--- config.mk ---
export PLATFORM = sky130hd
export DESIGN_NAME = http3_frame_deframer_flat
export DESIGN_NICKNAME = d
export VERILOG_FILES = /design/src/h3df_pkg.sv /design/src/h3df_byte_if.sv /design/src/h3df_event_if.sv /design/src/h3df_core.sv /design/src/http3_frame_deframer.sv /design/src/flat_wrapper.sv
export SDC_FILE = /design/constraint.sdc
export NUM_CORES = 1
export LEC_CHECK = 0
export BUFFER_PORTS_ARGS = -buffer_cell sky130_fd_sc_hd__buf_2
export CAP_MARGIN = 15
export CORE_ASPECT_RATIO = 0.8
export CORE_MARGIN = 5
export CORE_UTILIZATION = 58
export CTS_CLUSTER_DIAMETER = 80
export DETAILED_ROUTE_END_ITERATION = 7
export HOLD_SLACK_MARGIN = 0.12
export MAX_ROUTING_LAYER = met4
export PLACE_DENSITY = 0.76
export SLEW_MARGIN = 30
export SYNTH_ARGS = -nofsm -noshare
export SYNTH_HDL_FRONTEND = slang
export SYNTH_SLANG_ARGS = --single-unit
export TNS_END_PERCENT = 20
--- constraint.sdc ---
create_clock -name clk -period 7.69 [get_ports clk]
set_input_delay 1.538 -clock clk [delete_from_list [all_inputs] [get_ports clk]]
set_output_delay 1.538 -clock clk [all_outputs]
set_load 0.1 [all_outputs]
--- src/h3df_pkg.sv ---
`timescale 1ns / 1ps
`default_nettype none

package h3df_pkg;

  localparam int unsigned ValW  = 62;
  localparam int unsigned ByteW = 8;
  localparam int unsigned KindW = 3;
  localparam int unsigned ClsW  = 3;
  localparam int unsigned LeftW = 3;

  // Frame type codes
  localparam logic [ValW-1:0] TYPE_DATA        = ValW'(64'h0);
  localparam logic [ValW-1:0] TYPE_HEADERS     = ValW'(64'h1);
  localparam logic [ValW-1:0] TYPE_PUSH_CANCEL = ValW'(64'h3);
  localparam logic [ValW-1:0] TYPE_SETTINGS    = ValW'(64'h4);
  localparam logic [ValW-1:0] TYPE_PROMISE     = ValW'(64'h5);
  localparam logic [ValW-1:0] TYPE_GOAWAY      = ValW'(64'h7);
  localparam logic [ValW-1:0] TYPE_PUSH_LIMIT  = ValW'(64'hD);

  typedef enum logic [1:0] {
    PH_TYPE = 2'd0,
    PH_LEN  = 2'd1,
    PH_BODY = 2'd2
  } phase_t;

  typedef enum logic [1:0] {
    BP_OPEN = 2'd0,
    BP_NEXT = 2'd1,
    BP_SKIP = 2'd2
  } body_phase_t;

  typedef enum logic [KindW-1:0] {
    EV_START = 3'd0,
    EV_BYTE  = 3'd1,
    EV_PAIR  = 3'd2,
    EV_ID    = 3'd3,
    EV_END   = 3'd4
  } event_kind_t;

  typedef enum logic [ClsW-1:0] {
    CL_DATA        = 3'd0,
    CL_HEADERS     = 3'd1,
    CL_SETTINGS    = 3'd2,
    CL_GOAWAY      = 3'd3,
    CL_PUSH_CANCEL = 3'd4,
    CL_PROMISE     = 3'd5,
    CL_PUSH_LIMIT  = 3'd6,
    CL_UNKNOWN     = 3'd7
  } frame_class_t;

  typedef struct packed {
    event_kind_t      kind;
    frame_class_t     fclass;
    logic [ValW-1:0]  type_raw;
    logic [ValW-1:0]  number;
    logic [ValW-1:0]  ident;
    logic [ByteW-1:0] pbyte;
    logic             fend;
  } evt_t;

  function automatic frame_class_t class_of(input logic [ValW-1:0] t);
    frame_class_t c;
    case (t)
      TYPE_DATA:        c = CL_DATA;
      TYPE_HEADERS:     c = CL_HEADERS;
      TYPE_SETTINGS:    c = CL_SETTINGS;
      TYPE_GOAWAY:      c = CL_GOAWAY;
      TYPE_PUSH_CANCEL: c = CL_PUSH_CANCEL;
      TYPE_PROMISE:     c = CL_PROMISE;
      TYPE_PUSH_LIMIT:  c = CL_PUSH_LIMIT;
      default:          c = CL_UNKNOWN;
    endcase
    return c;
  endfunction

endpackage

`default_nettype wire

--- src/h3df_byte_if.sv ---
`timescale 1ns / 1ps
`default_nettype none

interface h3df_byte_if import h3df_pkg::*; ();
  logic             valid;
  logic             ready;
  logic [ByteW-1:0] stream_byte;

  modport source (output valid, output stream_byte, input ready);
  modport sink (input valid, input stream_byte, output ready);
endinterface

`default_nettype wire

--- src/h3df_event_if.sv ---
`timescale 1ns / 1ps
`default_nettype none

interface h3df_event_if import h3df_pkg::*; ();
  logic             valid;
  logic             ready;
  logic [KindW-1:0] event_kind;
  logic [ClsW-1:0]  frame_class;
  logic [ValW-1:0]  frame_type_raw;
  logic [ValW-1:0]  number_value;
  logic [ValW-1:0]  setting_ident;
  logic [ByteW-1:0] payload_byte;
  logic             frame_end;

  modport source (
    output valid, output event_kind, output frame_class, output frame_type_raw,
    output number_value, output setting_ident, output payload_byte, output frame_end,
    input ready
  );
  modport sink (
    input valid, input event_kind, input frame_class, input frame_type_raw,
    input number_value, input setting_ident, input payload_byte, input frame_end,
    output ready
  );
endinterface

`default_nettype wire

--- src/h3df_core.sv ---
`timescale 1ns / 1ps
`default_nettype none

module h3df_core import h3df_pkg::*; (
  input  wire logic             clk,
  input  wire logic             rst,
  input  wire logic             step,
  input  wire logic [ByteW-1:0] data,
  output logic                  has_result,
  output evt_t                  result
);

  phase_t          phase, phase_next;
  logic [ValW-1:0] accum, accum_next;
  logic [LeftW-1:0] bytes_left, bytes_left_next;
  logic [ValW-1:0] held_type, held_type_next;
  frame_class_t    held_class, held_class_next;
  logic [ValW-1:0] length_left, length_left_next;
  logic [ValW-1:0] held_ident, held_ident_next;
  body_phase_t     body_phase, body_phase_next;

  logic [ValW-1:0]  f_accum;
  logic [LeftW-1:0] f_left;
  logic             f_done;
  logic             last;

  // Varint decoder: one byte per step, big-endian, kept to 62 bits
  always_comb begin
    if (bytes_left == '0) begin
      f_accum = {{(ValW-6){1'b0}}, data[5:0]};
      case (data[7:6])
        2'd0:    f_left = LeftW'(0);
        2'd1:    f_left = LeftW'(1);
        2'd2:    f_left = LeftW'(3);
        default: f_left = LeftW'(7);
      endcase
    end else begin
      f_accum = {accum[ValW-9:0], data};
      f_left  = bytes_left - LeftW'(1);
    end
    f_done = (f_left == '0);
  end

  assign last = (length_left == ValW'(1));

  // Parser step: next state and the event this byte causes
  always_comb begin
    phase_next       = phase;
    accum_next       = accum;
    bytes_left_next  = bytes_left;
    held_type_next   = held_type;
    held_class_next  = held_class;
    length_left_next = length_left;
    held_ident_next  = held_ident;
    body_phase_next  = body_phase;
    has_result       = 1'b0;
    result           = '0;
    result.kind      = EV_START;
    result.fclass    = held_class;
    result.type_raw  = held_type;

    case (phase)
      PH_TYPE: begin
        accum_next      = f_accum;
        bytes_left_next = f_left;
        if (f_done) begin
          held_type_next  = f_accum;
          held_class_next = class_of(f_accum);
          phase_next      = PH_LEN;
        end
      end
      PH_LEN: begin
        accum_next      = f_accum;
        bytes_left_next = f_left;
        if (f_done) begin
          length_left_next = f_accum;
          body_phase_next  = BP_OPEN;
          phase_next       = (f_accum == '0) ? PH_TYPE : PH_BODY;
          has_result       = 1'b1;
          result.kind      = EV_START;
          result.number    = f_accum;
          result.fend      = (f_accum == '0);
        end
      end
      PH_BODY: begin
        length_left_next = length_left - ValW'(1);
        case (held_class)
          CL_SETTINGS: begin
            accum_next      = f_accum;
            bytes_left_next = f_left;
            if (f_done) begin
              if (body_phase == BP_OPEN) begin
                held_ident_next = f_accum;
                body_phase_next = BP_NEXT;
              end else begin
                has_result      = 1'b1;
                result.kind     = EV_PAIR;
                result.number   = f_accum;
                result.ident    = held_ident;
                result.fend     = last;
                body_phase_next = BP_OPEN;
              end
            end
          end
          CL_GOAWAY, CL_PUSH_CANCEL, CL_PROMISE, CL_PUSH_LIMIT: begin
            if (body_phase == BP_OPEN) begin
              accum_next      = f_accum;
              bytes_left_next = f_left;
              if (f_done) begin
                has_result      = 1'b1;
                result.kind     = EV_ID;
                result.number   = f_accum;
                result.fend     = last;
                body_phase_next = (held_class == CL_PROMISE) ? BP_NEXT : BP_SKIP;
              end
            end else if (body_phase == BP_NEXT) begin
              has_result   = 1'b1;
              result.kind  = EV_BYTE;
              result.pbyte = data;
              result.fend  = last;
            end
          end
          default: begin
            has_result   = 1'b1;
            result.kind  = EV_BYTE;
            result.pbyte = data;
            result.fend  = last;
          end
        endcase
        // Close the frame; a silent last byte still reports the end
        if (last) begin
          if (!has_result) begin
            has_result  = 1'b1;
            result.kind = EV_END;
            result.fend = 1'b1;
          end
          phase_next      = PH_TYPE;
          bytes_left_next = '0;
          body_phase_next = BP_OPEN;
        end
      end
      default: begin
        phase_next = PH_TYPE;
      end
    endcase
  end

  // Advance parser state on each processed byte
  always_ff @(posedge clk) begin
    if (rst) begin
      phase       <= PH_TYPE;
      bytes_left  <= '0;
      body_phase  <= BP_OPEN;
      accum       <= '0;
      held_type   <= '0;
      held_class  <= CL_DATA;
      length_left <= '0;
      held_ident  <= '0;
    end else if (step) begin
      phase       <= phase_next;
      bytes_left  <= bytes_left_next;
      body_phase  <= body_phase_next;
      accum       <= accum_next;
      held_type   <= held_type_next;
      held_class  <= held_class_next;
      length_left <= length_left_next;
      held_ident  <= held_ident_next;
    end
  end

endmodule

`default_nettype wire

--- src/http3_frame_deframer.sv ---
`timescale 1ns / 1ps
`default_nettype none

// HTTP/3 frame deframer. Takes one stream byte per transaction and gives at
// most one event per byte: a frame start once the type and length varints are
// complete, then payload bytes, setting pairs, an id, or a bare frame end,
// depending on the frame type. Throughput is one byte per clock cycle while
// the event side does not stall; a byte's event passes through the input
// register, then the result register, with the parser state updated in a
// single combinational step in between. Backpressure on the event side
// stalls the byte side only once both registers are full.
module http3_frame_deframer import h3df_pkg::*; (
  input wire logic       clk,
  input wire logic       rst,
  h3df_byte_if.sink      byte_stream,
  h3df_event_if.source   events
);

  logic             in_valid;
  logic [ByteW-1:0] in_byte;
  logic             out_valid;
  evt_t             out_evt;
  logic             advance;
  logic             step;
  logic             has_result;
  evt_t             result;

  assign advance           = !out_valid || events.ready;
  assign step              = in_valid && advance;
  assign byte_stream.ready = !in_valid || advance;

  // Hold the accepted byte
  always_ff @(posedge clk) begin
    if (rst) begin
      in_valid <= 1'b0;
    end else if (byte_stream.ready) begin
      in_valid <= byte_stream.valid;
    end
  end

  always_ff @(posedge clk) begin
    if (byte_stream.ready) begin
      in_byte <= byte_stream.stream_byte;
    end
  end

  h3df_core u_core (
    .clk        (clk),
    .rst        (rst),
    .step       (step),
    .data       (in_byte),
    .has_result (has_result),
    .result     (result)
  );

  // Load or drain the result register
  always_ff @(posedge clk) begin
    if (rst) begin
      out_valid <= 1'b0;
    end else if (step) begin
      out_valid <= has_result;
    end else if (events.ready) begin
      out_valid <= 1'b0;
    end
  end

  always_ff @(posedge clk) begin
    if (step) begin
      out_evt <= result;
    end
  end

  assign events.valid          = out_valid;
  assign events.event_kind     = out_evt.kind;
  assign events.frame_class    = out_evt.fclass;
  assign events.frame_type_raw = out_evt.type_raw;
  assign events.number_value   = out_evt.number;
  assign events.setting_ident  = out_evt.ident;
  assign events.payload_byte   = out_evt.pbyte;
  assign events.frame_end      = out_evt.fend;

  a_start_end: assert property (@(posedge clk) disable iff (rst)
    out_valid && out_evt.kind == EV_START |-> out_evt.fend == (out_evt.number == '0))
    else $error("start event frame_end disagrees with zero length");

  a_bare_end: assert property (@(posedge clk) disable iff (rst)
    out_valid && out_evt.kind == EV_END |-> out_evt.fend && out_evt.number == '0)
    else $error("bare end event without frame_end");

  a_byte_only: assert property (@(posedge clk) disable iff (rst)
    out_valid && out_evt.kind != EV_BYTE |-> out_evt.pbyte == '0)
    else $error("payload byte set on a non-payload event");

  a_ident_only: assert property (@(posedge clk) disable iff (rst)
    out_valid && out_evt.kind != EV_PAIR |-> out_evt.ident == '0)
    else $error("setting identifier set on a non-pair event");

  a_reset_empty: assert property (@(posedge clk)
    rst |=> !in_valid && !out_valid)
    else $error("pipeline not empty after reset");

endmodule

`default_nettype wire

--- src/flat_wrapper.sv ---
// flat-port wrapper written by rule: the top's interface ports become plain ports
module http3_frame_deframer_flat import h3df_pkg::*;
  (clk, rst, byte_stream_valid, byte_stream_stream_byte, byte_stream_ready, events_valid, events_event_kind, events_frame_class, events_frame_type_raw, events_number_value, events_setting_ident, events_payload_byte, events_frame_end, events_ready);
  h3df_byte_if byte_stream_i ();
  h3df_event_if events_i ();
  input wire logic clk;
  input wire logic rst;
  input wire logic [$bits(byte_stream_i.valid)-1:0] byte_stream_valid;
  input wire logic [$bits(byte_stream_i.stream_byte)-1:0] byte_stream_stream_byte;
  output wire logic [$bits(byte_stream_i.ready)-1:0] byte_stream_ready;
  output wire logic [$bits(events_i.valid)-1:0] events_valid;
  output wire logic [$bits(events_i.event_kind)-1:0] events_event_kind;
  output wire logic [$bits(events_i.frame_class)-1:0] events_frame_class;
  output wire logic [$bits(events_i.frame_type_raw)-1:0] events_frame_type_raw;
  output wire logic [$bits(events_i.number_value)-1:0] events_number_value;
  output wire logic [$bits(events_i.setting_ident)-1:0] events_setting_ident;
  output wire logic [$bits(events_i.payload_byte)-1:0] events_payload_byte;
  output wire logic [$bits(events_i.frame_end)-1:0] events_frame_end;
  input wire logic [$bits(events_i.ready)-1:0] events_ready;
  assign byte_stream_i.valid = byte_stream_valid;
  assign byte_stream_i.stream_byte = byte_stream_stream_byte;
  assign byte_stream_ready = byte_stream_i.ready;
  assign events_valid = events_i.valid;
  assign events_event_kind = events_i.event_kind;
  assign events_frame_class = events_i.frame_class;
  assign events_frame_type_raw = events_i.frame_type_raw;
  assign events_number_value = events_i.number_value;
  assign events_setting_ident = events_i.setting_ident;
  assign events_payload_byte = events_i.payload_byte;
  assign events_frame_end = events_i.frame_end;
  assign events_i.ready = events_ready;
  http3_frame_deframer u_core (.clk(clk), .rst(rst), .byte_stream(byte_stream_i), .events(events_i));
endmodule
==> run metrics <==
Worst Max-Slew Pin Slew 1.050 ns; later-pin clock latency in the skew report 0.56 ns; PostCTS Resize Cnt 0; die height 171.3 µm; Final Core Density 0.6712; Placed Cells 2481; outcome finished clean; top cell type's share of synthesized area 0.3325; DR pass1 iterations 5; IO Port Bufs 214; first-pass GRT wire length 80960 µm; crit path max fanout 9; Initial Util 0.5837; post-CTS setup buffer count 0; Logic pwr share 0.097; total CTS buffers 44; Non-Filler Instances 2563; Longest Clk Path Bufs 3; Switching Fraction 0.2615; setup slack after layout 3.449 ns; Critical Path RT 6.15 ns; max incr delay on CP 0.39 ns; Layout area overhead 15.00%; Max Cap Viol 0; via count 15430; Placer Congestion 0.9635; Int Power 3908 µW; Seq/Total Area, Yosys 0.5998; dominant synthesized flop cell dfxtp_1; Setup violations, final 0; unrepaired setup endpoints after global routing false; synth warn 0; slew margin rel. 0.2970; Worst setup EP type output port; die area 36270 µm²; vias in the first global route 14270; clock skew 0.02295 ns; Worst VDD drop 0.0001330 V; DP Worst Slack 3.444 ns; Vias/cell 6.018; flop and latch count out of synthesis 461; Final Hold Viols 0; CP max-delay cell buf_2; most frequent CP cell buf_2; CTS root buffer clkbuf_16; Pins Over Slew Limit 0; clock network fraction of total power 0.408; area leader, netlist edfxtp_1; drt initial violations 1812; crit path time final 4.241 ns; clk sinks 461; Worst Path Buf+Inv 2; synth top area cells edfxtp_1, dfxtp_1, nand2_1, a21oi_1, nor2b_1; Routed WL 52280 µm; Mapped Cells 1942; CTS clk-pin slew, worst paths 0.06 ns; hold buffer count at CTS 0; Fmax achieved 235.8 MHz; routed len/inst 20.40 µm; layout cells sized above 1 0.1536; Async S/R FF share, synth 0; Tcrit/Tclk final 0.5515; critical path cell sequence buf_2 -> nor2b_1 -> nand2_1 -> buf_2; DRC 0; H-tree depth 2; Syn Nets 1962; Crit Path Category in2out; I/O Pins 215; detailed placement HPWL 34050 µm; min-delay worst type reg2reg; TNS Setup 0 ns; row count 59; startpoint types input port; WP data arrival 2.70 ns; initial antenna violation count 0; largest net degree at the start of global routing 150; part of the power in registers 0.496; Die X 211.7 µm; Remaining Overflow, GRT 0; ANT nets after route 0; Net Switching 1383 µW; Post-synth EDFFs 209; Final #Nets 2120; Syn Std Cell Area 18870 µm²; library cells used by synthesis 66; delay-heaviest family, CP simple AND/OR/NAND/NOR gates; average size of a mapped cell 9.718 µm²; Antenna Diode Count 0; GRT Overall Usage 0.2882; pwr dens 243.8 nW/µm²; Design Power 5291 µW; Leak Pwr 0.007727 µW; CTS tree built; core area 32330 µm²
-- cell usage after synthesis, drive strengths merged, types with 3 or more instances --
cell type    n
buf         10
nor2b       84
a31oi       21
a21o         5
o211ai      13
and4         5
a21oi      226
or3         20
nand2b      44
and3         7
a211oi       8
nor4        30
a22oi       21
ha           8
nand4       11
edfxtp     209
o311ai       6
or2          6
nor3b        3
nor2        99
clkbuf     112
o21a         3
or4         15
or3b         4
o221ai       4
nand3       27
o22ai       19
and2        76
o32ai        8
a22o         7
inv         23
dfxtp      252
nor3        34
nand2      431
mux2i        5
nand4b       3
o21ai       50
-- power by group through the flow --
stage | clock, µW | sequential, µW | combinational, µW
6_report | 2160 | 2620 | 512
5_1_grt | 2290 | 2620 | 535
4_1_cts | 2170 | 2620 | 507
3_5_place_dp | 0 | 2680 | 506
3_3_place_gp | 0 | 2670 | 501
2_1_floorplan | 0 | 2900 | 180
-- layer usage --
metal / share of wire / vias up / GRT usage
li1: - / 7138 / -
met1: 0.42 / 7332 / 0.4161
met2: 0.45 / 837 / 0.4291
met3: 0.10 / 118 / 0.04522
met4: 0.027 / 0 / 0.07923
met5: 0 / - / -
-- per-stage QoR --
step / hold slack, ns / cell area, µm²
after floorplan: 0.4081 / 18870
after global placement: 0.4122 / 20240
after detailed placement: 0.4165 / 20250
after CTS: 0.4311 / 21680
after global routing: 0.4406 / 21700
final: 0.4316 / 21700
-- worst register-to-register path: stages (launching register included) --
cell     delay [ns]
dfxtp_1        0.31
inv_1          0.09
ha_1           0.17
ha_2           0.18
buf_4          0.37
or3b_2         0.53
and2_1         0.42
nor2_1         0.32
and4_2         0.76
buf_4          0.49
nand2_1        0.13
a21oi_1        0.18
-- final cells by class --
class                   count  area (µm²)
clock buffers              55        1174
multi-input cells        1336        7076
inverters                  23       98.84
well taps                 427       534.3
repair buffers            234        1235
clock inverters            27       265.3
flip-flops and latches    461       11320
fillers                  2514       10630
-- registers in the layout, indices dropped and copies added, names as in the netlist, 8 cells and up --
name	cells
u_core.u_core.length_left	62
u_core.in_byte	8
u_core.u_core.held_type	62
u_core.events.setting_ident	62
u_core.events.payload_byte	8
u_core.u_core.accum	54
u_core.events.number_value	62
u_core.u_core.held_ident	62
u_core.events.frame_type_raw	62
-- cell families (layout without fill, tap and decap cells) --
kind of cell	count (synthesis)	after routing	synth area share
DFF	461	461	0.5998
buffers and inverters	145	339	0.02924
and+or+nand+nor	904	904	0.2312
xor gates and xnor gates	3	3	0.001392
muxes	6	6	0.003249
AOI/OAI and AO/OA	413	413	0.1287
adders and majority gates	10	10	0.006365
-- cell usage in the layout, fill, tap and decap left out, drive strengths merged, types with 4 or more instances in the layout --
master and count:
a211oi 8, inv 22, nor2 99, clkbuf 55, o21ai 50, o311ai 6
nor2b 84, nor3 34, a22oi 21, mux2i 5, dfxtp 252, or2 6
a21oi 226, clkinv 23, and2 76, or3 20, nand4 11, o32ai 8
a22o 7, o211ai 13, buf 234, nand2 431, ha 8, nand2b 44
a21o 5, bufinv 4, o22ai 19, or3b 4, and4 5, nor4 30
or4 15, and3 7, edfxtp 209, nand3 27, a31oi 21, o221ai 4
-- final timing paths --
path	start	endpoint	slack, ns	cells past startpoint
hold / removal	u_core.u_core.held_type[50]$_SDFFE_PP0P_	u_core.events.frame_type_raw[50]$_DFFE_PP_	0.43	0
setup / recovery	events_ready	byte_stream_ready	3.45	4
hold reg to reg	u_core.u_core.held_type[50]$_SDFFE_PP0P_	u_core.events.frame_type_raw[50]$_DFFE_PP_	0.43	0
setup reg to reg	u_core.u_core.bytes_left[0]$_SDFFE_PP0P_	u_core.u_core.held_ident[0]$_SDFFE_PP0P_	3.66	11
Power figures use the tool's default switching activity.
